==> config.mk <==
export PLATFORM = sky130hd
export DESIGN_NAME = swk_div
export DESIGN_NICKNAME = d
export VERILOG_FILES = /design/src/design/swk_pkg.sv /design/src/design/swk_div.sv
export SDC_FILE = /design/constraint.sdc
export NUM_CORES = 1
export LEC_CHECK = 0
export BUFFER_PORTS_ARGS = -buffer_cell sky130_fd_sc_hd__buf_2
export CAP_MARGIN = 30
export CORE_UTILIZATION = 36
export DETAILED_ROUTE_END_ITERATION = 10
export GPL_ROUTABILITY_DRIVEN = 0
export GPL_TIMING_DRIVEN = 0
export SYNTH_ARGS = -nofsm -noshare
export SYNTH_HDL_FRONTEND = slang
export SYNTH_SLANG_ARGS = --single-unit
export TNS_END_PERCENT = 10
==> constraint.sdc <==
create_clock -name clk -period 5.99 [get_ports clk]
set_input_delay 0 -clock clk [delete_from_list [all_inputs] [get_ports clk]]
set_output_delay 0 -clock clk [all_outputs]
set_load 0.03 [all_outputs]
==> src/design/swk_pkg.sv <==
// shared constants, register codes and helper functions for the swerve wheel kinematics block
// no dependencies; imported by every module of the block
package swk_pkg;

    localparam int ADDR_W = 5;
    localparam int DATA_W = 32;

    localparam logic [2:0] REG_HALF_X  = 3'd0;
    localparam logic [2:0] REG_HALF_Y  = 3'd1;
    localparam logic [2:0] REG_RADIUS  = 3'd2;
    localparam logic [2:0] REG_LIMIT   = 3'd3;
    localparam logic [2:0] REG_DBAND   = 3'd4;

    localparam logic [14:0] RST_HALF_X = 15'd819;
    localparam logic [14:0] RST_HALF_Y = 15'd819;
    localparam logic [14:0] RST_RADIUS = 15'd205;
    localparam logic [14:0] RST_LIMIT  = 15'd2560;
    localparam logic [7:0]  RST_DBAND  = 8'd4;

    localparam logic [1:0] KIND_STOP  = 2'd0;
    localparam logic [1:0] KIND_TRANS = 2'd1;
    localparam logic [1:0] KIND_ROT   = 2'd2;
    localparam logic [1:0] KIND_SWIV  = 2'd3;

    localparam logic [15:0] HALF_TURN    = 16'h8000;
    localparam logic [15:0] QUARTER_TURN = 16'h4000;

    typedef logic signed [15:0] angle_t;

    // arctangent of 2^-i in binary angle units
    function automatic logic [15:0] swk_atan_step(input logic [3:0] i);
        logic [15:0] r;
        case (i)
            4'd0:    r = 16'd8192;
            4'd1:    r = 16'd4836;
            4'd2:    r = 16'd2555;
            4'd3:    r = 16'd1297;
            4'd4:    r = 16'd651;
            4'd5:    r = 16'd326;
            4'd6:    r = 16'd163;
            4'd7:    r = 16'd81;
            4'd8:    r = 16'd41;
            4'd9:    r = 16'd20;
            4'd10:   r = 16'd10;
            4'd11:   r = 16'd5;
            4'd12:   r = 16'd3;
            4'd13:   r = 16'd1;
            4'd14:   r = 16'd1;
            default: r = 16'd0;
        endcase
        return r;
    endfunction

    // true when the goal turned by half a turn lies closer to the measured angle
    function automatic logic swk_flip(input angle_t g, input angle_t m);
        logic signed [16:0] alt;
        logic signed [16:0] da;
        logic signed [16:0] dg;
        logic [16:0] ma;
        logic [16:0] mg;
        alt = 17'(signed'(g ^ HALF_TURN));
        da  = alt - 17'(m);
        dg  = 17'(g) - 17'(m);
        ma  = da[16] ? 17'(-da) : 17'(da);
        mg  = dg[16] ? 17'(-dg) : 17'(dg);
        return (ma < mg) && (ma < 17'd32768);
    endfunction

endpackage

==> src/design/swk_div.sv <==
// restoring unsigned divider, one quotient bit per cycle
// depends on swk_pkg
module swk_div
    import swk_pkg::*;
(
    input  logic        clk,
    input  logic        rst_n,
    input  logic        start,
    input  logic [39:0] dividend,
    input  logic [26:0] divisor,
    output logic        busy,
    output logic [39:0] quotient
);

    logic [5:0]  cnt_reg;
    logic [5:0]  cnt_next;
    logic [39:0] dvd_reg;
    logic [26:0] dsr_reg;
    logic [26:0] rem_reg;
    logic [27:0] rem_t;
    logic        fits;

    assign rem_t    = {rem_reg, dvd_reg[39]};
    assign fits     = (rem_t >= {1'b0, dsr_reg});
    assign busy     = (cnt_reg != 6'd0);
    assign quotient = dvd_reg;
    assign cnt_next = start ? 6'd40 : (busy ? cnt_reg - 6'd1 : cnt_reg);

    always_ff @(posedge clk or negedge rst_n)
    begin
        if (!rst_n)
        begin
            cnt_reg <= 6'd0;
        end
        else
        begin
            cnt_reg <= cnt_next;
        end
    end

    always_ff @(posedge clk)
    begin
        if (start)
        begin
            dvd_reg <= dividend;
            dsr_reg <= divisor;
            rem_reg <= 27'd0;
        end
        else if (busy)
        begin
            dvd_reg <= {dvd_reg[38:0], fits};
            rem_reg <= fits ? 27'(rem_t - {1'b0, dsr_reg}) : rem_t[26:0];
        end
    end

endmodule

* After elaboration in Yosys (flattened, before gate mapping)
Cells that the tools add are included.
Operators by class: add/subtract/negate cells 2, $lt $le $gt $ge 1, muxes and demuxes 5, reduce and logical (&&, ||, !) cells 2
Operator list (count):
- $mux W40 | 2
- $ge A28 B27 Y1 | 1
- $mux W27 | 1
- $sub A27 B27 Y27 | 1
- $mux W6 | 2
- $reduce_bool A6 Y1 | 1
- $sub A6 B1 Y6 const B | 1
- $reduce_bool A2 Y1 | 1
Word-level totals: flip-flop bits (word level) 100, bits of input ports 70, output and inout port bits 41, word-level logic and storage cells 14

* Logic depth before layout (Yosys ltp)
Gate-level depths: netlist (run 1).
word-level depth 3, mapped depth 12, depth with buffers taken out 11

* Worst setup path after synthesis (run 1)
No wires, ideal clock.
path kind register -> register, start register dvd_reg[39], in the netlist quotient[39], end register rem_reg[1], library setup time 120 ps, arrival time 2694 ps, data required time 5870 ps, setup slack 3176 ps, stages on the path, launching flop included 13, buffers on the path 1, clock period less this slack 2814 ps, path through edfxtp_1 > inv_1 > ha_1 > fa_1 > nand2b_1 > a21oi_2 > o21ai_2 > o2111ai_1 > nand2_2 > a21oi_4 > buf_6 > nor4_1 > a211o_1
Between the ends: word-level cells in the longest chain between the ends 2, elaborated cells on any way between the ends 3, classes of those cells add/sub (1); order compare (1); mux (1)
Ends and longest elaborated chain:
- start: declaration | line swk_div.sv:17 | logic [39:0] dvd_reg;
- start signal: assignment | line swk_div.sv:45 | dvd_reg <= dividend;
- start signal: assignment | line swk_div.sv:51 | dvd_reg <= {dvd_reg[38:0], fits};
- $sub A27 B27 Y27 / $ge A28 B27 Y1 (equally long branches) | line swk_div.sv:52, swk_div.sv:24
- $mux W27 (*) | line swk_div.sv:52 | rem_reg <= fits ? 27'(rem_t - {1'b0, dsr_reg}) : rem_t[26:0];
- end signal: assignment | line swk_div.sv:52
- end: declaration | line swk_div.sv:19 | logic [26:0] rem_reg;
Mark *: on every way between the ends. The rest lies on a longest branch, timed or not. A chain may end at the register's enable or synchronous reset.

* Worst setup path in the final report (run 1)
Same ends and word-level chain as after synthesis.

==> results of run 1 <==
==> area by class of cell <==
| type | instances | area [µm²] |
|---|---|---|
| Clock buffer | 9 | 225 |
| Sequential cell | 100 | 2700 |
| Multi-Input combinational cell | 356 | 2730 |
| Fill cell | 1411 | 7830 |
| Buffer | 29 | 228 |
| Inverter | 36 | 135 |
| Tap cell | 211 | 264 |
| Clock inverter | 7 | 72.6 |
| Timing Repair Buffer | 180 | 1250 |
==> cells by family after synthesis <==
family | count (synthesis)
xor gates and xnor gates | 24
buffers and inverters | 65
and+or+nand+nor | 121
DFF | 100
adders and majority gates | 29
AOI/OAI and AO/OA | 120
muxes | 62
==> cell usage after synthesis, drive strengths merged (7+ instances only) <==
cell type | instances | area (µm²)
edfxtp | 67 | 2010
nor2 | 44 | 165
mux2 | 40 | 450
inv | 36 | 135
a21oi | 33 | 188
ha | 28 | 350
a211oi | 27 | 203
dfxtp | 27 | 541
mux2i | 22 | 220
nand2 | 21 | 81.3
buf | 17 | 181
o21ai | 14 | 73.8
nor3 | 13 | 70.1
xnor2 | 13 | 114
clkbuf | 12 | 46.3
xor2 | 11 | 96.3
nand2b | 8 | 50.1
a31oi | 7 | 43.8
nand3 | 7 | 47.6
==> worst register-to-register path: cells and delay by family, from the launching register on <==
family	cells	cell delay, ns
fa+ha+maj	2	0.63
simple gates	3	0.38
flops	1	0.39
compound gates	5	1.12
buf+inv	2	0.26
==> layer usage <==
| metal | GRT usage (%) | wire (µm) | up-vias |
|---|---|---|---|
| met1 | 21.8 | 6460 | 2241 |
| met3 | 5.20 | 690 | 14 |
| li1 | - | - | 2315 |
| met2 | 31.6 | 7030 | 130 |
| met5 | 0 | 0 | - |
| met4 | 5.33 | 194 | 0 |
==> power groups by stage <==
stage          clock network [mW]  registers [mW]  logic [mW]
2_1_floorplan                   0           0.898       0.183
3_3_place_gp                    0           0.841       0.333
3_5_place_dp                    0           0.842       0.338
4_1_cts                     0.614           0.829       0.374
5_1_grt                     0.637           0.836       0.408
6_report                    0.597           0.830       0.375
==> path summary, 6_finish.rpt <==
kind | start | to | slack, ns
max | quotient[39] | rem_reg[1] | 3.10
min | start | dsr_reg[0] | 0.23
max reg2reg | quotient[39] | rem_reg[1] | 3.10
min reg2reg | rem_reg[26] | rem_reg[26] | 0.51
max in group asynchronous | rst_n | cnt_reg[0] | 5.20
min in group asynchronous | rst_n | cnt_reg[2] | 0.58
==> what timing repair did <==
item | in CTS | in global routing
hold endpoints to repair | 73 | 0
buffers inserted | 0 | 0
hold buffers | 69 | 0
==> flow_summary.json, run 1 <==
{
  "status": "completed",
  "async_flop_share_pct": 6.00,
  "path_buf_inv": 2,
  "p_leak_nw": 3.26,
  "layout_commonest_cell": "buf_2",
  "cp_top_family": "compound AO/OA/AOI/OAI gates",
  "power_density_nw_per_um2": 237,
  "place_area_um2": 6610,
  "critPathSlowestCell": "fa_1",
  "cp.depth": 12,
  "synth.avg_cell_area_um2": 11.1,
  "antenna_cells": 0,
  "finalSetupTns_ns": 0,
  "ys_warn_count": 0,
  "placed_cells": 843,
  "synth_simple_gate_area_share_pct": 10.5,
  "syn_area_um2": 5790,
  "cpPeakStageDelay_ns": 0.41,
  "start_util_pct": 37.5,
  "grt_pass1_wl_mm": 23.5,
  "min_period_ns": 2.89,
  "worstPathMaxFanout": 10,
  "drc_errors": 0,
  "synthAdderAreaFrac_pct": 6.40,
  "drive_above_1_share_pct": 28.5,
  "setup_ws_ns": 3.10,
  "ios": 111,
  "end_kind": "flip-flop",
  "crit_arrival_ns": 3.14,
  "cts_root_buffer": "clkbuf_16",
  "yosys_most_used_dff": "edfxtp_1",
  "p_sw_uw": 542,
  "yosysSeqAreaShare_pct": 46.7,
  "startpoint_type": "flip-flop",
  "p_comb_share_pct": 20.8,
  "wl_mm": 14.4,
  "postLayoutCellArea_um2": 7600,
  "clock-sinks": 100,
  "synth_enable_flop_cells": 67,
  "rr_worst_depth": 12,
  "wire_per_inst_um": 15.5,
  "clkPwrFrac_pct": 33.1,
  "cp_cell_sequence": "inv_1 > ha_1 > fa_1 > nand2b_1 > a21oi_2 > o21ai_2 > o2111ai_1 > nand2_2 > a21oi_4 > buf_6 > nor4_1 > a211o_1",
  "clock_path_buffers": 2,
  "synth_compound_area_share_pct": 14.9,
  "port_buffers": 110,
  "clock_latency_ns": 0.37,
  "cts_tree": "built",
  "postSynthNetCount": 620,
  "nets": 811,
  "synth_seq_cells": 100,
  "cts.clk_slew.worst_paths_ns": 0.09,
  "finalHoldViolCount": 0,
  "first_iter_violations": 272,
  "p_int_mw": 1.26,
  "finalSetupViolCount": 0,
  "finClkSkew_ns": 0.0185,
  "antenna_found_initial": 0,
  "drv_cap": 0,
  "cts_buffers": 9,
  "fin_crit_sh_pct": 48.2,
  "dp_hpwl_mm": 9.82,
  "vias": 4700,
  "hp-class": "in2reg",
  "final_util_pct": 49.3,
  "htreeDepth": 3,
  "synth_top_family_by_area": "compound AO/OA/AOI/OAI gates",
  "synthXorXnorAreaFrac_pct": 3.63,
  "largest_reg_flops": 40,
  "slew_viol_final": 0,
  "place_ws_ns": 3.12,
  "synthMuxAreaShare_pct": 11.6,
  "cts.repair.resized": 0,
  "fmax_ghz": 0.346,
  "swShare_pct": 30.1,
  "p_total_mw": 1.80,
  "grt_pass1_vias": 4906,
  "vdd_drop_max_mv": 0.154,
  "rsz0062_at_grt": "false",
  "yosysUniqueCellTypes": 67,
  "criticalPathCategory": "reg2reg",
  "relSlewSlack_pct": 34.4,
  "postRouteAntennaNets": 0,
  "coreArea_um2": 15400,
  "dr.pass1.iters": 6,
  "viasPerCell": 5.06,
  "sequentialPowerShare_pct": 46.1,
  "die_w_um": 129,
  "final_cell_mix": "buf_2, dlygate4sd3_1, edfxtp_1, nor2_1, mux2_2",
  "timing.hold.ws_ns": 0.226,
  "grt_max_degree": 41,
  "netlist_instances": 521,
  "syn2layout_area_growth_pct": 31.3,
  "crit_required_ns": 6.24,
  "tightest_slew_ns": 0.984,
  "die-area_um2": 16600,
  "rows": 45,
  "holdPathStages": 1,
  "grt_remaining_overflow": 0,
  "fin_cells": 928,
  "grtUsageTotal_pct": 18.2,
  "die_y_um": 129
}
Note: power is estimated with default switching activity, not from simulation.
==> run 2: changes to the inputs <==
- clock period: 5.99 -> 2.8 ns (I/O delays scaled with it)
==> run 2 against run 1 <==
Compared with the run above:
- sequential power grew 110%
- cell count grew 0.86%
- wire length grew 0.54%
- clock power grew 120%
- largest cell class unchanged
- largest power group unchanged
==> flow_summary.json, run 2 (same netlist as run 1, synthesis figures left out) <==
{
  "slew_viol_final": 0,
  "p_leak_nw": 3.33,
  "place_area_um2": 6630,
  "drc_errors": 0,
  "htreeDepth": 3,
  "drive_above_1_share_pct": 30.6,
  "rsz0062_at_grt": "true",
  "setup_ws_ns": 0.103,
  "port_buffers": 110,
  "antenna_found_initial": 0,
  "coreArea_um2": 15400,
  "start_util_pct": 37.5,
  "cts.clk_slew.worst_paths_ns": 0.09,
  "grtUsageTotal_pct": 18.3,
  "fmax_ghz": 0.371,
  "postRouteAntennaNets": 0,
  "dp_hpwl_mm": 10.1,
  "wl_mm": 14.5,
  "die_w_um": 129,
  "tightest_slew_ns": 0.689,
  "min_period_ns": 2.70,
  "cts_buffers": 9,
  "vias": 4702,
  "startpoint_type": "flip-flop",
  "crit_required_ns": 3.04,
  "finalSetupViolCount": 0,
  "clock-sinks": 100,
  "final_util_pct": 50.3,
  "largest_reg_flops": 40,
  "cts_tree": "built",
  "cts_root_buffer": "clkbuf_16",
  "fillers": 1430,
  "ios": 111,
  "clock_path_buffers": 2,
  "hp-class": "in2reg",
  "wire_per_inst_um": 15.4,
  "grt_pass1_wl_mm": 23.9,
  "grt_remaining_overflow": 0,
  "power_density_nw_per_um2": 501,
  "relSlewSlack_pct": 54.0,
  "die_y_um": 129,
  "layout_commonest_cell": "buf_2",
  "vdd_drop_max_mv": 0.483,
  "drv_cap": 0,
  "viasPerCell": 5.02,
  "criticalPathCategory": "reg2reg",
  "crit_arrival_ns": 2.94,
  "fin_crit_sh_pct": 96.3,
  "grt_max_degree": 29,
  "die-area_um2": 16600,
  "rows": 45,
  "place_ws_ns": -0.0707,
  "first_iter_violations": 267,
  "postLayoutCellArea_um2": 7760,
  "dr.pass1.iters": 4,
  "status": "completed",
  "syn2layout_area_growth_pct": 34.0,
  "finClkSkew_ns": 0.0161,
  "seqCellArea_um2": 2700,
  "worstPathMaxFanout": 5,
  "finalHoldViolCount": 0,
  "nets": 819,
  "multiInputGateArea_um2": 2790,
  "clock_latency_ns": 0.37,
  "antenna_cells": 0,
  "grt_pass1_vias": 4938,
  "final_cell_mix": "buf_2, dlygate4sd3_1, edfxtp_1, nor2_1, mux2_2",
  "end_kind": "flip-flop"
}
-- run 2: final cells by class --
type                            count  area share, %
Clock buffer                        9           2.90
Sequential cell                   100           34.8
Inverter                           36           1.74
Multi-Input combinational cell    356           35.9
Tap cell                          211           3.40
Timing Repair Buffer              188           17.3
Clock inverter                      7           1.02
Buffer                             29           2.94
-- run 2: layer usage --
metal / part of all wire, % / up-vias / global-route usage, %
met3: 6.0 / 16 / 5.95
met2: 48 / 127 / 31.6
met1: 44 / 2236 / 21.8
met5: 0 / - / 0
li1: - / 2323 / -
met4: 1.3 / 0 / 4.91
-- run 2: critical path, cell delays in order, from the launching register on --
cell	delay (ns)
edfxtp_1	0.39
ha_2	0.21
fa_2	0.37
nand2b_4	0.16
a21oi_4	0.19
o21ai_4	0.09
o2111ai_2	0.20
nand2_2	0.10
a21oi_4	0.32
clkbuf_16	0.23
mux2i_1	0.21
a211oi_1	0.10
-- run 2: through the flow --
step	power (mW)	TNS [ns]	cells	hold slack (ns)
floorplan	2.31	0	521	-0.296
global placement	2.51	-26.73	842	-0.177
detailed placement	2.53	-0.865	844	-0.171
CTS	3.90	0	933	0.232
global route	4.06	-0.0300	936	0.261
finish	3.88	0	936	0.222
-- run 2: power by group --
| group | switching, mW | total [mW] | internal [mW] |
|---|---|---|---|
| logic | 0.458 | 0.824 | 0.365 |
| registers | 0.0675 | 1.78 | 1.71 |
| clock network | 0.649 | 1.29 | 0.637 |
-- run 2: path summary, 6_finish.rpt --
check | slack (ns) | end | start | cells after the start
max reg2reg | 0.10 | rem_reg[23] | dsr_reg[0] | 11
min | 0.22 | dsr_reg[11] | start | 1
min in group asynchronous | 0.58 | cnt_reg[5] | rst_n | 3
max in group asynchronous | 1.99 | cnt_reg[2] | rst_n | 3
min reg2reg | 0.51 | rem_reg[26] | rem_reg[26] | 2
max | 0.10 | rem_reg[23] | dsr_reg[0] | 11
-- run 2: what timing repair did --
item	4_1_cts	5_1_grt
gates cloned	0	1
buffers inserted	4	2
pin swaps	1	18
resized for setup	0	12
hold buffers	69	0
endpoints found under the setup margin	24	28
endpoints found under the hold margin	73	0
