`config.mk`:
```
export PLATFORM = sky130hd
export DESIGN_NAME = swk_cordic
export DESIGN_NICKNAME = d
export VERILOG_FILES = /design/src/design/swk_pkg.sv /design/src/design/swk_cordic.sv
export SDC_FILE = /design/constraint.sdc
export NUM_CORES = 1
export LEC_CHECK = 0
export BUFFER_PORTS_ARGS = -buffer_cell sky130_fd_sc_hd__clkbuf_2
export CORE_MARGIN = 3
export CORE_UTILIZATION = 30
export DETAILED_ROUTE_END_ITERATION = 6
export PLACE_DENSITY = 0.48
export SLEW_MARGIN = 15
export SYNTH_ARGS = -nofsm -noshare
export SYNTH_HDL_FRONTEND = slang
export SYNTH_SLANG_ARGS = --single-unit
```
`constraint.sdc`:
```
create_clock -name clk -period 8.9 [get_ports clk]
set_input_delay 1.335 -clock clk [delete_from_list [all_inputs] [get_ports clk]]
set_output_delay 1.335 -clock clk [all_outputs]
set_load 0.01 [all_outputs]
```
`src/design/swk_pkg.sv`:
```
// shared constants, register codes and helper functions for the swerve wheel kinematics block
// no dependencies; imported by every module of the block
package swk_pkg;

    localparam int ADDR_W = 5;
    localparam int DATA_W = 32;

    localparam logic [2:0] REG_HALF_X  = 3'd0;
    localparam logic [2:0] REG_HALF_Y  = 3'd1;
    localparam logic [2:0] REG_RADIUS  = 3'd2;
    localparam logic [2:0] REG_LIMIT   = 3'd3;
    localparam logic [2:0] REG_DBAND   = 3'd4;

    localparam logic [14:0] RST_HALF_X = 15'd819;
    localparam logic [14:0] RST_HALF_Y = 15'd819;
    localparam logic [14:0] RST_RADIUS = 15'd205;
    localparam logic [14:0] RST_LIMIT  = 15'd2560;
    localparam logic [7:0]  RST_DBAND  = 8'd4;

    localparam logic [1:0] KIND_STOP  = 2'd0;
    localparam logic [1:0] KIND_TRANS = 2'd1;
    localparam logic [1:0] KIND_ROT   = 2'd2;
    localparam logic [1:0] KIND_SWIV  = 2'd3;

    localparam logic [15:0] HALF_TURN    = 16'h8000;
    localparam logic [15:0] QUARTER_TURN = 16'h4000;

    typedef logic signed [15:0] angle_t;

    // arctangent of 2^-i in binary angle units
    function automatic logic [15:0] swk_atan_step(input logic [3:0] i);
        logic [15:0] r;
        case (i)
            4'd0:    r = 16'd8192;
            4'd1:    r = 16'd4836;
            4'd2:    r = 16'd2555;
            4'd3:    r = 16'd1297;
            4'd4:    r = 16'd651;
            4'd5:    r = 16'd326;
            4'd6:    r = 16'd163;
            4'd7:    r = 16'd81;
            4'd8:    r = 16'd41;
            4'd9:    r = 16'd20;
            4'd10:   r = 16'd10;
            4'd11:   r = 16'd5;
            4'd12:   r = 16'd3;
            4'd13:   r = 16'd1;
            4'd14:   r = 16'd1;
            default: r = 16'd0;
        endcase
        return r;
    endfunction

    // true when the goal turned by half a turn lies closer to the measured angle
    function automatic logic swk_flip(input angle_t g, input angle_t m);
        logic signed [16:0] alt;
        logic signed [16:0] da;
        logic signed [16:0] dg;
        logic [16:0] ma;
        logic [16:0] mg;
        alt = 17'(signed'(g ^ HALF_TURN));
        da  = alt - 17'(m);
        dg  = 17'(g) - 17'(m);
        ma  = da[16] ? 17'(-da) : 17'(da);
        mg  = dg[16] ? 17'(-dg) : 17'(dg);
        return (ma < mg) && (ma < 17'd32768);
    endfunction

endpackage

```
`src/design/swk_cordic.sv`:
```
// iterative vectoring cordic giving a binary-angle atan2
// depends on swk_pkg for the arctangent steps
module swk_cordic
    import swk_pkg::*;
(
    input  logic               clk,
    input  logic               rst_n,
    input  logic               start,
    input  logic signed [32:0] y_in,
    input  logic signed [32:0] x_in,
    output logic               busy,
    output angle_t             angle
);

    localparam logic [1:0] PH_IDLE = 2'd0;
    localparam logic [1:0] PH_NORM = 2'd1;
    localparam logic [1:0] PH_ROT  = 2'd2;
    localparam logic signed [35:0] NORM_LIM = 36'sd536870912;

    logic [1:0]         phase_reg;
    logic [1:0]         phase_next;
    logic signed [35:0] x_reg;
    logic signed [35:0] y_reg;
    logic [15:0]        acc_reg;
    logic [3:0]         it_reg;
    logic signed [35:0] xs;
    logic signed [35:0] ys;
    logic               x_small;
    logic               y_small;
    logic               zero_in;

    assign xs      = x_reg >>> it_reg;
    assign ys      = y_reg >>> it_reg;
    assign x_small = (x_reg < NORM_LIM) && (x_reg > -NORM_LIM);
    assign y_small = (y_reg < NORM_LIM) && (y_reg > -NORM_LIM);
    assign zero_in = (x_in == 33'sd0) && (y_in == 33'sd0);
    assign busy    = (phase_reg != PH_IDLE);
    assign angle   = angle_t'(acc_reg);

    always_comb
    begin
        phase_next = phase_reg;
        unique case (phase_reg)
            PH_IDLE:
            begin
                if (start && !zero_in)
                begin
                    phase_next = PH_NORM;
                end
            end
            PH_NORM:
            begin
                if (!(x_small && y_small))
                begin
                    phase_next = PH_ROT;
                end
            end
            PH_ROT:
            begin
                if ((y_reg == 36'sd0) || (it_reg == 4'd14))
                begin
                    phase_next = PH_IDLE;
                end
            end
            default:
            begin
                phase_next = PH_IDLE;
            end
        endcase
    end

    always_ff @(posedge clk or negedge rst_n)
    begin
        if (!rst_n)
        begin
            phase_reg <= PH_IDLE;
        end
        else
        begin
            phase_reg <= phase_next;
        end
    end

    always_ff @(posedge clk)
    begin
        case (phase_reg)
            PH_IDLE:
            begin
                if (start)
                begin
                    it_reg <= 4'd0;
                    if (x_in < 33'sd0)
                    begin
                        x_reg   <= -36'(x_in);
                        y_reg   <= -36'(y_in);
                        acc_reg <= HALF_TURN;
                    end
                    else
                    begin
                        x_reg   <= 36'(x_in);
                        y_reg   <= 36'(y_in);
                        acc_reg <= 16'd0;
                    end
                end
            end
            PH_NORM:
            begin
                if (x_small && y_small)
                begin
                    x_reg <= x_reg <<< 1;
                    y_reg <= y_reg <<< 1;
                end
            end
            PH_ROT:
            begin
                if (y_reg != 36'sd0)
                begin
                    it_reg <= it_reg + 4'd1;
                    if (y_reg > 36'sd0)
                    begin
                        x_reg   <= x_reg + ys;
                        y_reg   <= y_reg - xs;
                        acc_reg <= acc_reg + swk_atan_step(it_reg);
                    end
                    else
                    begin
                        x_reg   <= x_reg - ys;
                        y_reg   <= y_reg + xs;
                        acc_reg <= acc_reg - swk_atan_step(it_reg);
                    end
                end
            end
            default:
            begin
            end
        endcase
    end

endmodule

```
Yosys cells after proc, flatten, opt, wreduce, memory -nomap -nowiden
Memory sizes are Yosys's and may differ from the RTL's. A register that Yosys moved wholly into a read port is not among the register bits.
Cells that the tools add are included.
{"block": "op_classes", "n_lt_le_gt_ge": 6, "shift": 2, "eq_ne": 9, "muxes": 32, "n_reduce_logical": 18, "addsub": 9}
{"operator": "$mux W36", "count": 10}
{"operator": "$pmux W36 S3", "count": 2}
{"operator": "$mux W16", "count": 10}
{"operator": "$add A36 B36 Y36", "count": 2}
{"operator": "$gt A36 B30 Y1 const B", "count": 2}
{"operator": "$lt A36 B31 Y1 const B", "count": 2}
{"operator": "$neg A33 Y36", "count": 2}
{"operator": "$sshr A36 B4 Y36", "count": 2}
{"operator": "$sub A36 B36 Y36", "count": 2}
{"operator": "$logic_not A33 Y1", "count": 2}
{"operator": "$gt A36 B1 Y1 const B", "count": 1}
{"operator": "$logic_not A36 Y1", "count": 1}
{"operator": "$reduce_bool A36 Y1", "count": 1}
{"operator": "$lt A33 B1 Y1 const B", "count": 1}
{"operator": "$pmux W16 S2", "count": 1}
{"operator": "$add A16 B16 Y16", "count": 1}
{"operator": "$mux W4", "count": 4}
{"operator": "$sub A16 B16 Y16", "count": 1}
{"operator": "$ne A2 B2 Y1 const B", "count": 6}
{"operator": "$pmux W4 S2", "count": 1}
{"operator": "$mux W2", "count": 3}
{"operator": "$pmux W2 S3", "count": 1}
{"operator": "$reduce_and A3 Y1", "count": 2}
{"operator": "$logic_and A1 B1 Y1", "count": 5}
{"operator": "10 further kinds", "count": 11}
{"block": "word_totals", "input_bits": 69, "regBits": 94, "output_inout_bits": 17, "romBits": 448, "elab_cells": 83, "memories": 2}
{"memory": "(no name shown)", "depth": 16, "width": 14, "rd": 1, "rd_clocked_by_memory_dff": 1, "wr": 0, "line_no": "swk_pkg.sv:33", "text": "case (i)"}
{"memory": "(no name shown)", "depth": 16, "width": 14, "rd": 1, "rd_clocked_by_memory_dff": 1, "wr": 0, "line_no": "swk_pkg.sv:33"}

Logic depth before layout (Yosys ltp)
{"block": "logic_depth", "ltp_word": 8, "depth_mapped": 31, "depth_no_buf": 24}

Least setup slack after synthesis
OpenSTA, ideal clock, no wires.
{"block": "synth_path", "path_kind": "reg2reg", "start": "register it_reg[0]", "end": "register x_reg[30] (data pin)", "path_buffers": 10, "t_arrival_ps": 5674, "required_time_ps": 8625, "path_slack_ps": 2951, "period_less_slack_ps": 5949, "stages_incl_launch_ff": 32, "setup_time_ps": 275, "cell_sequence": "edfxtp_1 > buf_2 > buf_4 > buf_4 > buf_2 > buf_2 > clkbuf_1 > buf_2 > buf_1 > clkbuf_1 > clkbuf_1 > nand2_1 > nand2_1 > nand2_1 > ha_1 > nand2_1 > nor2_1 > and2_1 > a211oi_1 > o21ai_0 > o211ai_1 > ha_1 > nand4_1 > inv_1 > nand3_1 > o22a_1 > o31a_1 > nand2_1 > a311oi_1 > o21ai_0 > xnor2_1 > o221ai_1"}
{"block": "synth_between", "elab_chain_cells": 5, "word_cells_on_any_way": 6, "classes_between": "add/sub (2); shift (1); mux (3)"}
{"element": "from (decl)", "line_no": "swk_cordic.sv:25", "text": "logic [3:0] it_reg;"}
{"element": "from (signal assigned)", "line_no": "swk_cordic.sv:118", "text": "it_reg <= it_reg + 4'd1;"}
{"element": "$sshr A36 B4 Y36 *", "line_no": "swk_cordic.sv:33", "text": "assign ys = y_reg >>> it_reg;"}
{"element": "$sub A36 B36 Y36 or $add A36 B36 Y36 (tied branches)", "line_no": "swk_cordic.sv:127, swk_cordic.sv:121"}
{"element": "$mux W36 *", "line_no": "swk_cordic.sv:119", "text": "if (y_reg > 36'sd0)"}
{"element": "$mux W36 *", "line_no": "swk_cordic.sv:116", "text": "if (y_reg != 36'sd0)"}
{"element": "$pmux W36 S3 *", "line_no": "swk_cordic.sv:86", "text": "case (phase_reg)"}
{"element": "to (signal assigned)", "line_no": "swk_cordic.sv:94", "text": "x_reg <= -36'(x_in);"}
{"element": "to (signal assigned)", "line_no": "swk_cordic.sv:121", "text": "x_reg <= x_reg + ys;"}
{"element": "to (signal assigned)", "line_no": "swk_cordic.sv:127", "text": "x_reg <= x_reg - ys;"}
{"element": "to (decl)", "line_no": "swk_cordic.sv:22", "text": "logic signed [35:0] x_reg;"}
Every way passes the cells marked *; elsewhere a longest branch is shown, timed or not. The select of a mux whose other input is x is not followed.
A chain may end at the register's enable or synchronous reset.

Worst setup path in the final report
{"block": "layout_path", "start": "register it_reg[3]", "end": "register y_reg[29] (data pin)"}
{"block": "layout_between", "elab_chain_cells": 5, "word_cells_on_any_way": 6, "classes_between": "add/sub (2); shift (1); mux (3)"}
{"element": "$sshr A36 B4 Y36 *", "line_no": "swk_cordic.sv:32", "text": "assign xs = x_reg >>> it_reg;"}
{"element": "$add A36 B36 Y36 or $sub A36 B36 Y36 (tied branches)", "line_no": "swk_cordic.sv:128, swk_cordic.sv:122"}
{"element": "$mux W36 *", "line_no": "swk_cordic.sv:119"}
{"element": "$mux W36 *", "line_no": "swk_cordic.sv:116"}
{"element": "$pmux W36 S3 *", "line_no": "swk_cordic.sv:86"}
{"element": "to (signal assigned)", "line_no": "swk_cordic.sv:95", "text": "y_reg <= -36'(y_in);"}
{"element": "to (signal assigned)", "line_no": "swk_cordic.sv:122", "text": "y_reg <= y_reg - xs;"}
{"element": "to (signal assigned)", "line_no": "swk_cordic.sv:128", "text": "y_reg <= y_reg + xs;"}
{"element": "to (decl)", "line_no": "swk_cordic.sv:23", "text": "logic signed [35:0] y_reg;"}
Marks and branches as above.

==> out/summary.json <==
{
  "clocking": {
    "clock-sinks": 108,
    "holdBufCountCts": 0,
    "cts_buffers": 9,
    "clkSlewWorstSetupHoldPaths_ns": 0.09,
    "cts_htree_levels": 3,
    "cts.root.buffer_cell": "sky130_fd_sc_hd__clkbuf_16",
    "post_cts.repair.setup_buffers": 0,
    "insertion_delay_ns": 0.41,
    "ctsLongestPathBuffers": 2,
    "cts-resized-gates": 0,
    "tritoncts": "built"
  },
  "sta": {
    "timing_worst_slew_pin_value_ns": 1.06,
    "setup-tns-final_ns": 0,
    "rsz0062_at_grt": "no",
    "post-route-min-period_ns": 7.11,
    "timing.final.crit_share": 0.798,
    "fmax_mhz": 141,
    "final_setup_skew_ns": 0.0144,
    "final_max_slew_viol_count": 0,
    "slew_headroom": 0.292,
    "final_hold_viol_count": 0,
    "total_of_endpoints_with_negative_setup_slack_in_the_final_report": 0
  },
  "yosys": {
    "ys_warn_count": 0,
    "async_sr_flop_fraction": 0.0185,
    "post_synth_inst_count": 1987,
    "post_synth.cell_area_avg_um2": 8.23,
    "synth_seq_cells": 108,
    "dominantRegCellSynth": "sky130_fd_sc_hd__edfxtp_1",
    "mappedNetlistNets": 2165,
    "ys_top_cells_by_area": "sky130_fd_sc_hd__edfxtp_1 17%, sky130_fd_sc_hd__ha_1 8.1%, sky130_fd_sc_hd__mux4_2 7.0%",
    "synth_enable_flop_cells": 92,
    "yosys.area.top_type_share": 0.169,
    "syn_area_um2": 16300,
    "synth_largest_area_cell": "sky130_fd_sc_hd__edfxtp_1",
    "netlist-cell-type-count": 90,
    "synth-seq-area-share": 0.189
  },
  "grt": {
    "first_pass_grt_wire_length_um": 93200,
    "congestion_overflow_gr": 0,
    "grt_util_all_layers": 0.211,
    "antenna_violations_before_repair": 0,
    "via_count_of_the_first_global_routing_pass": 15142,
    "grt_start_max_net_pins": 77
  },
  "worst_setup_path": {
    "regToRegStartpoint": "it_reg[3]",
    "crit_required_ns": 9.02,
    "crit_path_max_fanout": 22,
    "setup.worst_path.start_class": "flop",
    "crit_arrival_ns": 7.22,
    "worst_setup_path_startpoint": "it_reg[3]",
    "worstSetupEndpointType": "flop",
    "setup.worst_path.class": "flop to flop"
  },
  "die": {
    "design.core.area_um2": 53300,
    "pin_count": 86,
    "dieArea_um2": 57300,
    "die-height_um": 239,
    "core.rowCount": 84,
    "start_util": 0.307,
    "die_width_um": 239
  },
  "final_layout": {
    "area.growth.synth_to_final_pct": 8.02,
    "layout-drive-gt1-share": 0.131,
    "final.fill_count": 5553,
    "post-route-util": 0.331,
    "fin_area_um2": 17700,
    "number_of_nets_at_the_end_of_the_flow": 2173
  },
  "route": {
    "antenna_left": 0,
    "via_per_inst": 5.94,
    "post_drt_wl_per_cell_um": 23.0,
    "remaining_drc_errors": 0,
    "final_wl_um": 61800,
    "drt_iter0_drc": 1706,
    "dr_total_vias": 15983,
    "drtPass1Iterations": 5
  },
  "hold_path": {
    "holdCritStartpoint": "phase_reg[1]",
    "worst_hold_path_type": "flop to flop"
  },
  "placed_design": {
    "gp_congestion": 1.02,
    "place_hpwl_um": 48100,
    "placement.cell_area_um2": 17300,
    "port_buffers": 85
  },
  "status": {
    "run_status": "finished clean"
  },
  "flow_run": {
    "cap_viol_max_count": 0
  }
}
==> per-layer routing <==
metal	share of wire	vias up	track usage	wire [um]
met5	0	-	0	0
met4	0.034	0	0.0691	2070
met3	0.066	102	0.0351	4080
met2	0.45	546	0.340	28000
met1	0.45	7765	0.288	27600
li1	-	7570	-	-
==> kinds of logic (layout without fill, tap and decap cells) <==
family | count (synthesis) | in the layout | synth area share
adders and majority gates | 109 | 109 | 0.0848
AOI/OAI and AO/OA | 624 | 624 | 0.245
other | 0 | 1 | 0
muxes | 170 | 170 | 0.147
xor gates and xnor gates | 200 | 200 | 0.108
buffers and inverters | 162 | 175 | 0.0432
DFF | 108 | 108 | 0.189
and+or+nand+nor | 614 | 614 | 0.182
==> layout by cell type (no fill, tap or decap), drive strengths merged, types with 28 or more instances in the layout <==
cell    netlist  final
inv          50     54
mux2i        72     72
mux2         47     47
mux4         51     51
clkbuf       64     95
nand3        44     44
o21ai       140    140
xor2         93     93
a31oi        28     28
edfxtp       92     92
ha          106    106
a21oi       183    183
nand2       205    205
xnor2       106    106
nor3         40     40
o31ai        28     28
a21o         36     36
a221oi       39     39
nor2        144    144
==> layout make-up <==
| cell class | instances | area, um^2 | area share |
|---|---|---|---|
| Sequential cell | 108 | 3090 | 0.175 |
| Clock buffer | 10 | 250 | 0.0142 |
| Multi-Input combinational cell | 1717 | 12600 | 0.713 |
| Timing Repair Buffer | 108 | 611 | 0.0346 |
| Antenna cell | 1 | 2.50 | 0.000142 |
| Inverter | 51 | 191 | 0.0108 |
| Clock inverter | 6 | 61.3 | 0.00347 |
| Tap cell | 688 | 861 | 0.0487 |
==> metrics by stage <==
step	std cells	hold WS (ns)	worst slack (ns)
after floorplan	1987	0.524	2.95
after global placement	2672	0.567	1.75
after detailed placement	2672	0.576	1.97
after CTS	2688	0.593	1.91
after global routing	2688	0.606	1.36
final	2689	0.598	1.79
==> cell usage after synthesis, types with 20 or more instances <==
cell	number
sky130_fd_sc_hd__a21o_1	36
sky130_fd_sc_hd__clkbuf_1	64
sky130_fd_sc_hd__ha_1	106
sky130_fd_sc_hd__xnor2_1	106
sky130_fd_sc_hd__mux4_2	51
sky130_fd_sc_hd__a211oi_1	21
sky130_fd_sc_hd__nand2_1	205
sky130_fd_sc_hd__xor2_1	93
sky130_fd_sc_hd__o31ai_1	28
sky130_fd_sc_hd__nand3_1	44
sky130_fd_sc_hd__nor2_1	144
sky130_fd_sc_hd__o21ai_0	137
sky130_fd_sc_hd__nor4_1	26
sky130_fd_sc_hd__nand2b_1	24
sky130_fd_sc_hd__edfxtp_1	92
sky130_fd_sc_hd__mux2_2	41
sky130_fd_sc_hd__a221oi_1	38
sky130_fd_sc_hd__inv_1	48
sky130_fd_sc_hd__a21oi_1	183
sky130_fd_sc_hd__nor2b_1	20
sky130_fd_sc_hd__mux2i_1	72
sky130_fd_sc_hd__nor3_1	36
sky130_fd_sc_hd__a31oi_1	28
==> worst paths after layout <==
check | endpoint | slack [ns] | cells past startpoint
max in group asynchronous | phase_reg[0] | 8.10 | 1
worst max register to register | y_reg[29] | 1.79 | 21
worst max-delay path | y_reg[29] | 1.79 | 21
min in group asynchronous | phase_reg[1] | 0.70 | 1
worst min register to register | phase_reg[1] | 0.60 | 1
worst min-delay path | phase_reg[1] | 0.60 | 1
==> worst max-delay path, stage by stage (launching register included) <==
cell and delay [ns]:
sky130_fd_sc_hd__edfxtp_1 0.80, sky130_fd_sc_hd__buf_4 0.42, sky130_fd_sc_hd__mux4_2 0.37, sky130_fd_sc_hd__mux2_2 0.30, sky130_fd_sc_hd__a21oi_1 0.35, sky130_fd_sc_hd__ha_1 0.23, sky130_fd_sc_hd__and2_1 0.18, sky130_fd_sc_hd__and3b_1 0.24
sky130_fd_sc_hd__and4b_1 0.30, sky130_fd_sc_hd__a31oi_1 0.11, sky130_fd_sc_hd__xnor2_1 0.36, sky130_fd_sc_hd__ha_1 0.37, sky130_fd_sc_hd__a22oi_1 0.20, sky130_fd_sc_hd__nand2_1 0.10, sky130_fd_sc_hd__a311oi_1 0.86, sky130_fd_sc_hd__nor2b_1 0.13
sky130_fd_sc_hd__o211ai_1 0.28, sky130_fd_sc_hd__o21ai_0 0.31, sky130_fd_sc_hd__a21boi_0 0.35, sky130_fd_sc_hd__xnor2_1 0.11, sky130_fd_sc_hd__a221oi_1 0.36, sky130_fd_sc_hd__a21oi_1 0.07
Power is left out: the tool's default activity adds up to more than one toggle a clock period on the data nets, which glitch-free logic cannot reach.
