`config.mk`:
```
export PLATFORM = sky130hd
export DESIGN_NAME = swk_isqrt
export DESIGN_NICKNAME = d
export VERILOG_FILES = /design/src/design/swk_pkg.sv /design/src/design/swk_isqrt.sv
export SDC_FILE = /design/constraint.sdc
export NUM_CORES = 1
export LEC_CHECK = 0
export ABC_CLOCK_PERIOD_IN_PS = 4100
export BUFFER_PORTS_ARGS = -buffer_cell sky130_fd_sc_hd__buf_4
export CORE_MARGIN = 2
export CORE_UTILIZATION = 35
export CTS_CLUSTER_DIAMETER = 80
export DETAILED_ROUTE_END_ITERATION = 10
export GPL_ROUTABILITY_DRIVEN = 0
export PLACE_DENSITY = 0.58
export SYNTH_ARGS = -nofsm -noshare
export SYNTH_HDL_FRONTEND = slang
export SYNTH_SLANG_ARGS = --single-unit
```
`constraint.sdc`:
```
create_clock -name clk -period 4.1 [get_ports clk]
set_input_delay 0.615 -clock clk [delete_from_list [all_inputs] [get_ports clk]]
set_output_delay 0.615 -clock clk [all_outputs]
set_load 0.02 [all_outputs]
```
`src/design/swk_pkg.sv`:
```
// shared constants, register codes and helper functions for the swerve wheel kinematics block
// no dependencies; imported by every module of the block
package swk_pkg;

    localparam int ADDR_W = 5;
    localparam int DATA_W = 32;

    localparam logic [2:0] REG_HALF_X  = 3'd0;
    localparam logic [2:0] REG_HALF_Y  = 3'd1;
    localparam logic [2:0] REG_RADIUS  = 3'd2;
    localparam logic [2:0] REG_LIMIT   = 3'd3;
    localparam logic [2:0] REG_DBAND   = 3'd4;

    localparam logic [14:0] RST_HALF_X = 15'd819;
    localparam logic [14:0] RST_HALF_Y = 15'd819;
    localparam logic [14:0] RST_RADIUS = 15'd205;
    localparam logic [14:0] RST_LIMIT  = 15'd2560;
    localparam logic [7:0]  RST_DBAND  = 8'd4;

    localparam logic [1:0] KIND_STOP  = 2'd0;
    localparam logic [1:0] KIND_TRANS = 2'd1;
    localparam logic [1:0] KIND_ROT   = 2'd2;
    localparam logic [1:0] KIND_SWIV  = 2'd3;

    localparam logic [15:0] HALF_TURN    = 16'h8000;
    localparam logic [15:0] QUARTER_TURN = 16'h4000;

    typedef logic signed [15:0] angle_t;

    // arctangent of 2^-i in binary angle units
    function automatic logic [15:0] swk_atan_step(input logic [3:0] i);
        logic [15:0] r;
        case (i)
            4'd0:    r = 16'd8192;
            4'd1:    r = 16'd4836;
            4'd2:    r = 16'd2555;
            4'd3:    r = 16'd1297;
            4'd4:    r = 16'd651;
            4'd5:    r = 16'd326;
            4'd6:    r = 16'd163;
            4'd7:    r = 16'd81;
            4'd8:    r = 16'd41;
            4'd9:    r = 16'd20;
            4'd10:   r = 16'd10;
            4'd11:   r = 16'd5;
            4'd12:   r = 16'd3;
            4'd13:   r = 16'd1;
            4'd14:   r = 16'd1;
            default: r = 16'd0;
        endcase
        return r;
    endfunction

    // true when the goal turned by half a turn lies closer to the measured angle
    function automatic logic swk_flip(input angle_t g, input angle_t m);
        logic signed [16:0] alt;
        logic signed [16:0] da;
        logic signed [16:0] dg;
        logic [16:0] ma;
        logic [16:0] mg;
        alt = 17'(signed'(g ^ HALF_TURN));
        da  = alt - 17'(m);
        dg  = 17'(g) - 17'(m);
        ma  = da[16] ? 17'(-da) : 17'(da);
        mg  = dg[16] ? 17'(-dg) : 17'(dg);
        return (ma < mg) && (ma < 17'd32768);
    endfunction

endpackage

```
`src/design/swk_isqrt.sv`:
```
// iterative integer square root, one result bit per cycle
// depends on swk_pkg
module swk_isqrt
    import swk_pkg::*;
(
    input  logic        clk,
    input  logic        rst_n,
    input  logic        start,
    input  logic [63:0] val,
    output logic        busy,
    output logic [31:0] root
);

    logic [5:0]  cnt_reg;
    logic [5:0]  cnt_next;
    logic [63:0] src_reg;
    logic [33:0] rem_reg;
    logic [31:0] root_reg;
    logic [35:0] rem_t;
    logic [35:0] trial;

    assign rem_t    = {rem_reg, src_reg[63:62]};
    assign trial    = {2'b00, root_reg, 2'b01};
    assign busy     = (cnt_reg != 6'd0);
    assign root     = root_reg;
    assign cnt_next = start ? 6'd32 : (busy ? cnt_reg - 6'd1 : cnt_reg);

    always_ff @(posedge clk or negedge rst_n)
    begin
        if (!rst_n)
        begin
            cnt_reg <= 6'd0;
        end
        else
        begin
            cnt_reg <= cnt_next;
        end
    end

    always_ff @(posedge clk)
    begin
        if (start)
        begin
            src_reg  <= val;
            rem_reg  <= 34'd0;
            root_reg <= 32'd0;
        end
        else if (busy)
        begin
            src_reg <= {src_reg[61:0], 2'b00};
            if (rem_t >= trial)
            begin
                rem_reg  <= 34'(rem_t - trial);
                root_reg <= {root_reg[30:0], 1'b1};
            end
            else
            begin
                rem_reg  <= rem_t[33:0];
                root_reg <= {root_reg[30:0], 1'b0};
            end
        end
    end

endmodule

```
# Word level (Yosys, flattened, before mapping)
# Cells that the tools add are included.
# W data, S select, Z words.
[classes]
add_sub_neg = 2
order_cmp = 1
mux = 6
reduce_logical = 2
[op_table]
columns = ["cell", "count"]
rows = [
  ["$mux W64", 2],
  ["$ge A36 B34 Y1", 1],
  ["$mux W34", 1],
  ["$sub A34 B34 Y34", 1],
  ["$mux W6", 2],
  ["$reduce_bool A6 Y1", 1],
  ["$sub A6 B1 Y6 const B", 1],
  ["$reduce_bool A2 Y1", 1],
  ["$mux W1", 1],
]
[totals]
regBits = 136
input_bits = 67
out_inout_bits = 33
elab_cells = 15

# Longest topological paths before layout
# Gate-level depths: netlist (run 1).
[logic_depth]
ltp_word = 3
mapped_depth = 13
ltp_nobuf = 11

# Worst setup path after synthesis (run 1)
# OpenSTA, ideal clock, no wires.
[synth_path]
path_type = "reg-to-reg"
startpoint = "register cnt_reg[0]"
endpoint = "register src_reg[0] (enable)"
arrival_ns = 2.522
required_time_ns = 3.405
setup_slack_ns = 0.883
path_stages_with_launch = 7
n_path_buf = 1
synth_period_minus_slack_ns = 3.217
cell_sequence = "dfrtp_1 -> inv_1 -> ha_1 -> nand2_1 -> nor3_1 -> clkbuf_1 -> nand2b_1"
[synth_between]
elab_chain_len = 2
[synth_lines]
columns = ["element", "line", "text"]
rows = [
  ["from (decl)", "swk_isqrt.sv:14", "logic [5:0] cnt_reg;"],
  ["from (signal assigned)", "swk_isqrt.sv:36", "cnt_reg <= cnt_next;"],
  ["$reduce_bool A6 Y1", "swk_isqrt.sv:24", "assign busy = (cnt_reg != 6'd0);"],
  ["$reduce_bool A2 Y1 (no line)", "n/a", ""],
  ["to (signal assigned)", "swk_isqrt.sv:44", "src_reg <= val;"],
  ["to (signal assigned)", "swk_isqrt.sv:50", "src_reg <= {src_reg[61:0], 2'b00};"],
  ["to (decl)", "swk_isqrt.sv:16", "logic [63:0] src_reg;"],
]
# Every way passes these cells.
# A chain may end at the register's enable or synchronous reset.

# Worst setup path after layout (run 1)
[layout_path]
startpoint = "register root_reg[27], in the netlist root[27]"
endpoint = "register rem_reg[4]"
[layout_between]
elab_chain_len = 2
[layout_lines]
columns = ["element", "line", "text"]
rows = [
  ["from (decl)", "swk_isqrt.sv:18", "logic [31:0] root_reg;"],
  ["from (signal assigned)", "swk_isqrt.sv:54", "root_reg <= {root_reg[30:0], 1'b1};"],
  ["from (signal assigned)", "swk_isqrt.sv:59", "root_reg <= {root_reg[30:0], 1'b0};"],
  ["$ge A36 B34 Y1", "swk_isqrt.sv:51", "if (rem_t >= trial)"],
  ["$mux W34", "swk_isqrt.sv:51", ""],
  ["to (signal assigned)", "swk_isqrt.sv:53", "rem_reg <= 34'(rem_t - trial);"],
  ["to (signal assigned)", "swk_isqrt.sv:58", "rem_reg <= rem_t[33:0];"],
  ["to (decl)", "swk_isqrt.sv:17", "logic [33:0] rem_reg;"],
]
# Every way passes these cells.

==> results of run 1 <==
[worst min path at each step]
stage | from | end | slack [ns] | cells after the start
after floorplan | rst_n | cnt_reg[0]$_DFFE_PN0P_ | 0.32 | 0
after CTS | val[12] | src_reg[12]$_DFFE_PP_ | 0.47 | 2
after global routing | val[49] | src_reg[49]$_DFFE_PP_ | 0.47 | 2
after global placement | rst_n | cnt_reg[4]$_DFFE_PN0P_ | 0.43 | 1
after detailed placement | rst_n | cnt_reg[4]$_DFFE_PN0P_ | 0.43 | 1
final | rem_reg[24]$_SDFFE_PP0P_ | rem_reg[24]$_SDFFE_PP0P_ | 0.48 | 2
[through the flow]
step                hold WS [ns]  power (mW)  worst slack (ns)
finish                     0.478        7.03             0.716
global route               0.469        7.63             0.487
CTS                        0.466        7.10             0.772
detailed placement         0.428        5.50             0.797
global placement           0.428        5.49             0.866
floorplan                  0.319        4.78             0.883
[layout make-up]
cell class	instances	area, sq um	area share (%)
clock buffer	17	425	4.61
tap	280	350	3.79
antenna	1	2.50	0.0271
inverter	50	188	2.03
timing repair buffer	109	821	8.89
multi-input combinational	592	3890	42.1
sequential	136	3390	36.7
clock inverter	15	165	1.79
[cell families after synthesis]
| logic type | count (synthesis) |
|---|---|
| xor gates and xnor gates | 28 |
| and+or+nand+nor | 263 |
| muxes | 70 |
| buffers and inverters | 100 |
| DFF | 136 |
| AOI/OAI and AO/OA | 196 |
| adders and majority gates | 35 |
[metal layers]
layer	vias up	part of all wire [%]
li1	3109	-
met1	2832	46
met2	141	44
met3	18	8.2
met4	0	1.4
met5	-	0
[placed cells by master, fill, tap and decap left out, types with 3 or more instances in the layout]
cell type	n
a211oi_1	29
nor2_1	75
o21ai_0	16
nor3_1	24
nor2b_1	6
nand2b_1	5
mux2_2	62
o21ai_1	9
inv_1	49
nor3_2	3
edfxtp_1	64
dfxtp_1	66
a21o_1	16
clkinv_4	3
inv_6	5
ha_1	35
mux2i_1	8
o21bai_1	4
dfrtp_1	6
a31oi_1	6
a211o_1	3
nor4_1	3
nand2_1	108
nand4_1	9
o211ai_1	4
buf_4	108
xor2_1	11
xnor2_1	17
and2_1	3
a21oi_1	88
nand3_1	13
clkbuf_16	17
[critical path, cell delays in order (launching register included)]
cell      delay (ns)
dfxtp_1         0.36
inv_1           0.06
ha_1            0.39
a21oi_2         0.25
o21bai_1        0.08
a21oi_1         0.22
a31oi_1         0.10
or4_1           0.47
nor3_4          0.50
buf_4           0.38
nor2_1          0.09
a211oi_1        0.26
nor3_1          0.07
[where the power goes]
group	total [mW]	switching, mW	internal [mW]
Sequential	1.96	0.178	1.78
Combinational	3.52	2.01	1.51
Clock	1.55	0.646	0.908
Total	7.03	2.83	4.20
==> metrics.txt, run 1 <==
# setup viols final 0; core footprint 0.0217 sq mm; CP Max Fanout 20; Worst Max-Slew Pin Slew 0.997 ns; initial antenna violation count 1; syn_nets 930; Compound-Gate Fraction of Synth Area 16.2%; cts hold-fix bufs 1; max FFs per register 64; Initial Util 35.4%; number of port buffers 99; CTS tree done; Hold Crit Class register to register; synthesized area 0.00768 sq mm; Cells after Synth 828; clock sinks 136; row count 54; vias in the first global route 6073; largest family of logic cells by synthesized area compound AO/OA/AOI/OAI gates; ANT nets after route 0; DRT Wirelength 17900 um; Setup Buffers After CTS 0; drt pass-1 iters 5; top cells by area, synth edfxtp_1, dfxtp_1, mux2_2; Bufs on Longest Clock Path 2; final cell count without fillers 1200; WS Path Type register to register; total gr overflow 0; DRC Markers 0; VDD IR max 380 uV; Iteration-0 DRC Markers 230; Global Route Usage Sum 15.8%; r2r worst-path depth 12; Avg Cell Area, Syn 9.27 sq um; fraction of synthesized area in multiplexers 10.1%; Adder-Cell Fraction of Synth Area 5.70%; crit path to rem_reg[4]$_SDFFE_PP0P_; layout cells sized above 1 23.6%; clk root buf clkbuf_16; final setup TNS 0 ns; Lkg Pwr 3.71 nW; Worst slew margin 33.6%; wire per inst 14.9 um; number of fill cells in the layout 2160; crit end category register; count leader, synth nand2_1; Final period util 82.5%; final slew viol count 0; leading area contributor after synthesis edfxtp_1; Max Cap Viol 0; final instance area 0.00924 sq mm; ys flop type dfxtp_1; met3 usage 6.02%; met2 usage 25.0%; area post-placement 0.00863 sq mm; Core Util, Final 42.6%; f_max 0.295 GHz; yosys warns 0; post-synthesis sequential area ratio 44.2%; Fin. Hold Viols 0; post-cts resize count 0; Die ar. 0.0231 sq mm; top cell type's share of synthesized area 25.0%; Die H 152 um; Post-synth EDFFs 64; Most Crowded Layer GR met2; RSZ-0062 raised after global routing no; simple-gate share of the synthesized area 15.3%; WP data required 4.39 ns; ys async rst share 4.41%; skew final 0.00849 ns; vias per cell 5.08; first-pass GRT wire length 30200 um; number of CTS-inserted buffers 17; most instantiated cells after synthesis nand2_1, a21oi_1, nor2_1, dfxtp_1, edfxtp_1; Critical R2R Launch root[27]$_SDFFE_PP0P_; CTS H-tree depth 4; DR vias 6100; half-perimeter wire length after placement 12400 um; clock transition at the registers of the reported paths 0.06 ns; crit path launch root[27]$_SDFFE_PP0P_; Clk Latency, worst-skew pair 0.43 ns; Arrival @ worst endpoint 3.67 ns; largest net degree at the start of global routing 77; I/O pins 100; status completed; Seq cells post-synth 136; synth unique cells 61; pwr dens 761 mW/mm^2; GR Util met1 20.1%; Synth-to-Final Area Change 20.3%; Placed Cells incl. Taps 1166; nets@finish 1008; chip width 152 um; crit start category register; FF-to-FF End rem_reg[4]$_SDFFE_PP0P_; Synth Area in XOR/XNOR 3.19%; clock period minus worst slack 3.38 ns; Reg2Reg Setup Slack 0.72 ns
Power figures use the tool's default switching activity.
==> run 2, diff against run 1 <==
Settings changed: ABC_AREA set to 1, ABC_CLOCK_PERIOD_IN_PS 4100 to 3000, PLACE_DENSITY 0.58 to 0.59.
Clock period 4.1 ns to 3 ns, I/O delays scaled along.
==> run 2 against run 1 <==
Combinational power rose by 61%. Critical path type unchanged. Sequential share of layout area fell by 2.6 points. Global-route usage rose by 1.8 points. Cell count rose by 34%. Hold slack got worse by 0.20 ns. Via count rose by 21%. Highest routed layer unchanged. Sequential power rose by 33%. Critical endpoint is now rem_reg[22]$_SDFFE_PP0P_. Routed wire length rose by 17%. Critical path depth rose by 1. Register-to-register slack got worse by 0.21 ns. Flip-flop and latch count did not move. Fmax rose by 35%.
==> metrics.txt, run 2 <==
status completed; # setup viols final 0; post-synthesis sequential area ratio 40.9%; clock period minus worst slack 2.50 ns; CTS tree done; chip width 158 um; Initial Util 35.5%; row count 56; met3 wire length 1370 um; Die H 158 um; ys async rst share 4.41%; drt pass-1 iters 4; vias in the first global route 7234; leading area contributor after synthesis edfxtp_1; number of fill cells in the layout 2456; synthesized area 0.00831 sq mm; top cells by area, synth edfxtp_1, nand2_1, dfxtp_1; WS Path Type register to register; WP data required 3.32 ns; count leader, synth nand2_1; DRC Markers 0; clk root buf clkbuf_16; largest net degree at the start of global routing 69; Max Cap Viol 0; syn_nets 1285; Global Route Usage Sum 17.6%; Avg Cell Area, Syn 7.02 sq um; Worst slew margin 55.7%; I/O pins 100; max FFs per register 64; crit end category register; skew final 0.0123 ns; top cell type's share of synthesized area 23.1%; final setup TNS 0 ns; DRT Wirelength 21000 um; vias per cell 4.60; clock transition at the registers of the reported paths 0.07 ns; Clk Latency, worst-skew pair 0.42 ns; nets@finish 1377; first-pass GRT wire length 35100 um; Final period util 83.3%; Arrival @ worst endpoint 2.82 ns; f_max 0.400 GHz; total gr overflow 0; Hold Crit Class input port to register; clock sinks 136; most frequent cells in the layout nand2_1, inv_1, buf_4; ys flop type dfxtp_1; DR vias 7395; RSZ-0062 raised after global routing no; most instantiated cells after synthesis nand2_1, inv_1, nand3_1, dfxtp_1, edfxtp_1; number of CTS-inserted buffers 17; area post-placement 0.00932 sq mm; Fin. Hold Viols 0; CTS H-tree depth 4; most common cell after layout, fill and taps aside nand2_1; PnR Total Power 10.5 mW; M1 WL 9740 um; synth unique cells 43; pwr dens 1060 mW/mm^2; Synth-to-Final Area Change 19.8%; wire per inst 13.1 um; layout cells sized above 1 13.9%; Die ar. 0.0250 sq mm; number of port buffers 99; Iteration-0 DRC Markers 421; multi-input logic area 0.00400 sq mm; Worst Max-Slew Pin Slew 0.665 ns; crit start category register; Storage cell area 0.00339 sq mm; Bufs on Longest Clock Path 2; half-perimeter wire length after placement 15500 um; DR top layer met4; ANT nets after route 0; met2 WL 9570 um; VDD IR max 463 uV; Lkg Pwr 5.11 nW; yosys warns 0; initial antenna violation count 0; final instance area 0.00995 sq mm; Post-synth EDFFs 64; Cells after Synth 1183; core footprint 0.0234 sq mm; worst hold slack 0.277 ns; CP Max Fanout 22; final slew viol count 0; # diodes 0; Seq cells post-synth 136
## run 2: routing by layer
layer  global-route usage (%)  up-vias
li1                         -     3883
met1                     22.5     3310
met2                     29.2      174
met3                     5.09       28
met4                     4.38        0
met5                        0        -
## run 2: cell families (layout without fill, tap and decap cells)
logic type | count (synthesis) | count (layout) | share of synthesized area [%]
DFF | 136 | 136 | 40.9
buffers and inverters | 223 | 328 | 11.0
xor gates and xnor gates | 17 | 17 | 1.79
AOI/OAI and AO/OA | 92 | 92 | 6.36
and+or+nand+nor | 680 | 680 | 34.7
adders and majority gates | 35 | 35 | 5.27
## run 2: cell type report
type	instances	share of cell area, %
clock buffers	17	4.27
clock inverters	15	1.99
inverters	187	7.08
multi-input cells	824	40.2
flip-flops and latches	136	34.1
well taps	319	4.01
repair buffers	109	8.37
## run 2: path summary, 6_finish.rpt
check | from | to | slack (ns) | cells after the start
setup / recovery | root[17]$_SDFFE_PP0P_ | rem_reg[22]$_SDFFE_PP0P_ | 0.50 | 13
hold / removal | val[0] | src_reg[0]$_SDFFCE_PN0P_ | 0.28 | 3
max in group asynchronous | rst_n | cnt_reg[3]$_DFFE_PN0P_ | 2.51 | 2
setup reg to reg | root[17]$_SDFFE_PP0P_ | rem_reg[22]$_SDFFE_PP0P_ | 0.50 | 13
min in group asynchronous | rst_n | cnt_reg[5]$_DFFE_PN0P_ | 0.37 | 2
hold reg to reg | rem_reg[33]$_SDFFE_PP0P_ | rem_reg[33]$_SDFFE_PP0P_ | 0.46 | 2
## run 2: report_power, final
group / switching, mW / leakage [nW] / internal, mW
clock: 0.970 / 0.305 / 1.28
combinational: 3.66 / 3.49 / 2.00
sequential: 0.206 / 1.32 / 2.40
total: 4.84 / 5.11 / 5.68
## run 2: metrics by stage
stage,setup WS (ns),std cells,utilization [%]
after global routing,0.183,1607,42.5
final,0.501,1607,42.5
after detailed placement,0.490,1574,39.8
after CTS,0.481,1607,42.5
after global placement,0.538,1574,39.8
after floorplan,0.458,1183,-
## run 2: repair_timing
action                     in CTS  in global routing
setup endpoints to repair       0                  0
gates resized for setup         0                  0
hold buffers                    1                  0
hold endpoints to repair        6                  0
buffers inserted                0                  0
## run 2: worst max-delay path, cell delays in order, from the launching register on
cell and delay [ns]:
dfxtp_1 0.33, inv_1 0.07, ha_1 0.37, nand2_1 0.09, nand2_1 0.08, inv_1 0.07, nand2_1 0.08, a21oi_1 0.22
nand3_2 0.17, nand3_4 0.23, buf_4 0.36, nand3b_1 0.12, nand3_1 0.13, nand2_1 0.06
==> run 3, diff against run 2 <==
Settings changed: ABC_CLOCK_PERIOD_IN_PS 3000 to 2300, PLACE_DENSITY 0.59 to 0.58.
Clock period 3 ns to 2.3 ns, I/O delays scaled along.
==> run 3 against run 2 <==
Design area up 7.2%. Highest routed layer unchanged. Global-route usage is 0.15 points higher. Clock-buffer cell count unchanged. Largest power group unchanged.
==> metrics.txt, run 3 (synthesis results as in run 2) <==
wire per inst 13.7 um; Reg2Reg Setup Slack 0.12 ns; Internal 8.07 mW; Die ar. 0.0250 sq mm; Clk pwr share 19.3%; crit end category register; nets@finish 1410; half-perimeter wire length after placement 15700 um; most frequent cells in the layout nand2_1, inv_1, buf_4; FF-to-FF End rem_reg[25]$_SDFFE_PP0P_; CP Max Fanout 9; drt pass-1 iters 7; CTS H-tree depth 4; NetSw 6.89 mW; first-pass GRT wire length 35100 um; f_max 0.459 GHz; multi-input logic area 0.00437 sq mm; pwr dens 1400 mW/mm^2; Crit path largest cell delay 0.33 ns; DRC Markers 0; layout cells sized above 1 18.5%; number of CTS-inserted buffers 17; largest net degree at the start of global routing 64; Final period util 94.7%; DRT Wirelength 22400 um; vias per cell 4.63; WP data required 2.62 ns; worst-path cell chain inv_1, ha_4, nand2_1, nor2_4, nand2_1, nor2_1, nand2_2, a21oi_4, nor2_8, buf_12, nand2_8, nand2_1, nand3_1, nand2_1; Switching Fraction 46.0%; Worst path slowest cell dfxtp_1; HP Start val[1]; most used cell, CP nand2_1; Fin. Hold Viols 0; ANT nets after route 0; Lkg Pwr 5.35 nW; Critical R2R Launch root[7]$_SDFFE_PP0P_; # diodes 0; crit path launch root[7]$_SDFFE_PP0P_; combinational share of power 57.6%; Worst Max-Slew Pin Slew 0.658 ns; Core Util, Final 45.6%; Die H 158 um; # setup viols final 0; final setup TNS 0 ns; I/O pins 100; Arrival @ worst endpoint 2.50 ns; total gr overflow 0; initial antenna violation count 0; row count 56; Worst Hold Depth 3; Global Route Usage Sum 17.8%; clk root buf clkbuf_16; core footprint 0.0234 sq mm; skew final 0.0110 ns; WHS Endpoint src_reg[1]$_SDFFCE_PN0P_; clock transition at the registers of the reported paths 0.07 ns; clock sinks 136; worst path bufs/invs 2; DR vias 7601; Iteration-0 DRC Markers 520; clock period minus worst slack 2.18 ns; final slew viol count 0; number of port buffers 99; r2r worst-path depth 14; Bufs on Longest Clock Path 2; Synth-to-Final Area Change 28.4%; Hold Crit Class input port to register; chip width 158 um; worst hold slack 0.166 ns; Max Cap Viol 0; vias in the first global route 7333; Storage cell area 0.00339 sq mm; status completed; number of fill cells in the layout 2422; CP delay by family, top simple AND/OR/NAND/NOR gates; CTS tree done; sequential share of power 23.1%; most common cell after layout, fill and taps aside nand2_1; Clk Latency, worst-skew pair 0.44 ns; WS Path Type register to register; Initial Util 35.5%; crit start category register; Worst slew margin 56.1%; max FFs per register 64; VDD IR max 574 uV
==> run 3: cell types whose count changed in the layout (fill, tap and decap cells not counted), sizes merged <==
cell	previous run	this run
bufinv	2	1
clkinv	2	7
buf	108	137
clkinvlp	1	0
nand2	511	514
inv	197	194
clkbuf	17	18
==> run 3: how the worst max path moves through the flow <==
stage	to	cells past startpoint
after floorplan	src_reg[0]$_SDFFCE_PN0P_	10
after global placement	rem_reg[23]$_SDFFE_PP0P_	13
after detailed placement	rem_reg[27]$_SDFFE_PP0P_	13
after CTS	rem_reg[27]$_SDFFE_PP0P_	13
after global routing	rem_reg[19]$_SDFFE_PP0P_	14
final	rem_reg[25]$_SDFFE_PP0P_	14
==> run 3: through the flow <==
stage,total power [mW],instances,instance area [sq um],setup WS [ns]
floorplan,9.31,1183,8310,0.137
CTS,14.1,1626,10200,0.0357
global route,16.3,1640,10700,-0.0516
detailed placement,11.1,1593,9530,0.0542
finish,15.0,1640,10700,0.123
global placement,11.1,1593,9530,0.0569
==> run 3: worst register-to-register path, cell delays in order, from the launching register on <==
cell and delay (ns):
dfxtp_1 0.33, inv_1 0.09, ha_4 0.30, nand2_1 0.13
nor2_4 0.15, nand2_1 0.09, nor2_1 0.15, nand2_2 0.09
a21oi_4 0.18, nor2_8 0.08, buf_12 0.15, nand2_8 0.13
nand2_1 0.07, nand3_1 0.08, nand2_1 0.06
==> run 3: final cells by class <==
class	count	area share (%)
clock buffer	17	3.99
clock inverter	15	1.90
inverter	187	6.60
multi-input combinational	827	40.9
sequential	136	31.8
tap	319	3.74
timing repair buffer	139	11.0
==> run 3: timing repair <==
| action | 4_1_cts | 5_1_grt |
|---|---|---|
| setup endpoints to repair | 0 | 35 |
| endpoints found under the hold margin | 6 | 0 |
| hold buffers | 1 | 0 |
| resized for setup | 0 | 44 |
| setup buffers | 0 | 10 |
==> run 3: per-layer routing <==
metal	wire (um)	vias up	global-route usage, %
met5	0	-	0
met4	414	0	5.66
met3	1100	34	4.19
met2	10400	165	29.0
met1	10500	3439	23.3
li1	-	3963	-
==> run 3: power groups by stage <==
stage | combinational [mW] | clock [mW] | sequential [mW]
detailed placement | 7.69 | 0 | 3.43
CTS | 7.74 | 2.95 | 3.39
floorplan | 5.92 | 0 | 3.39
finish | 8.61 | 2.89 | 3.45
global route | 9.70 | 3.06 | 3.52
global placement | 7.64 | 0 | 3.42
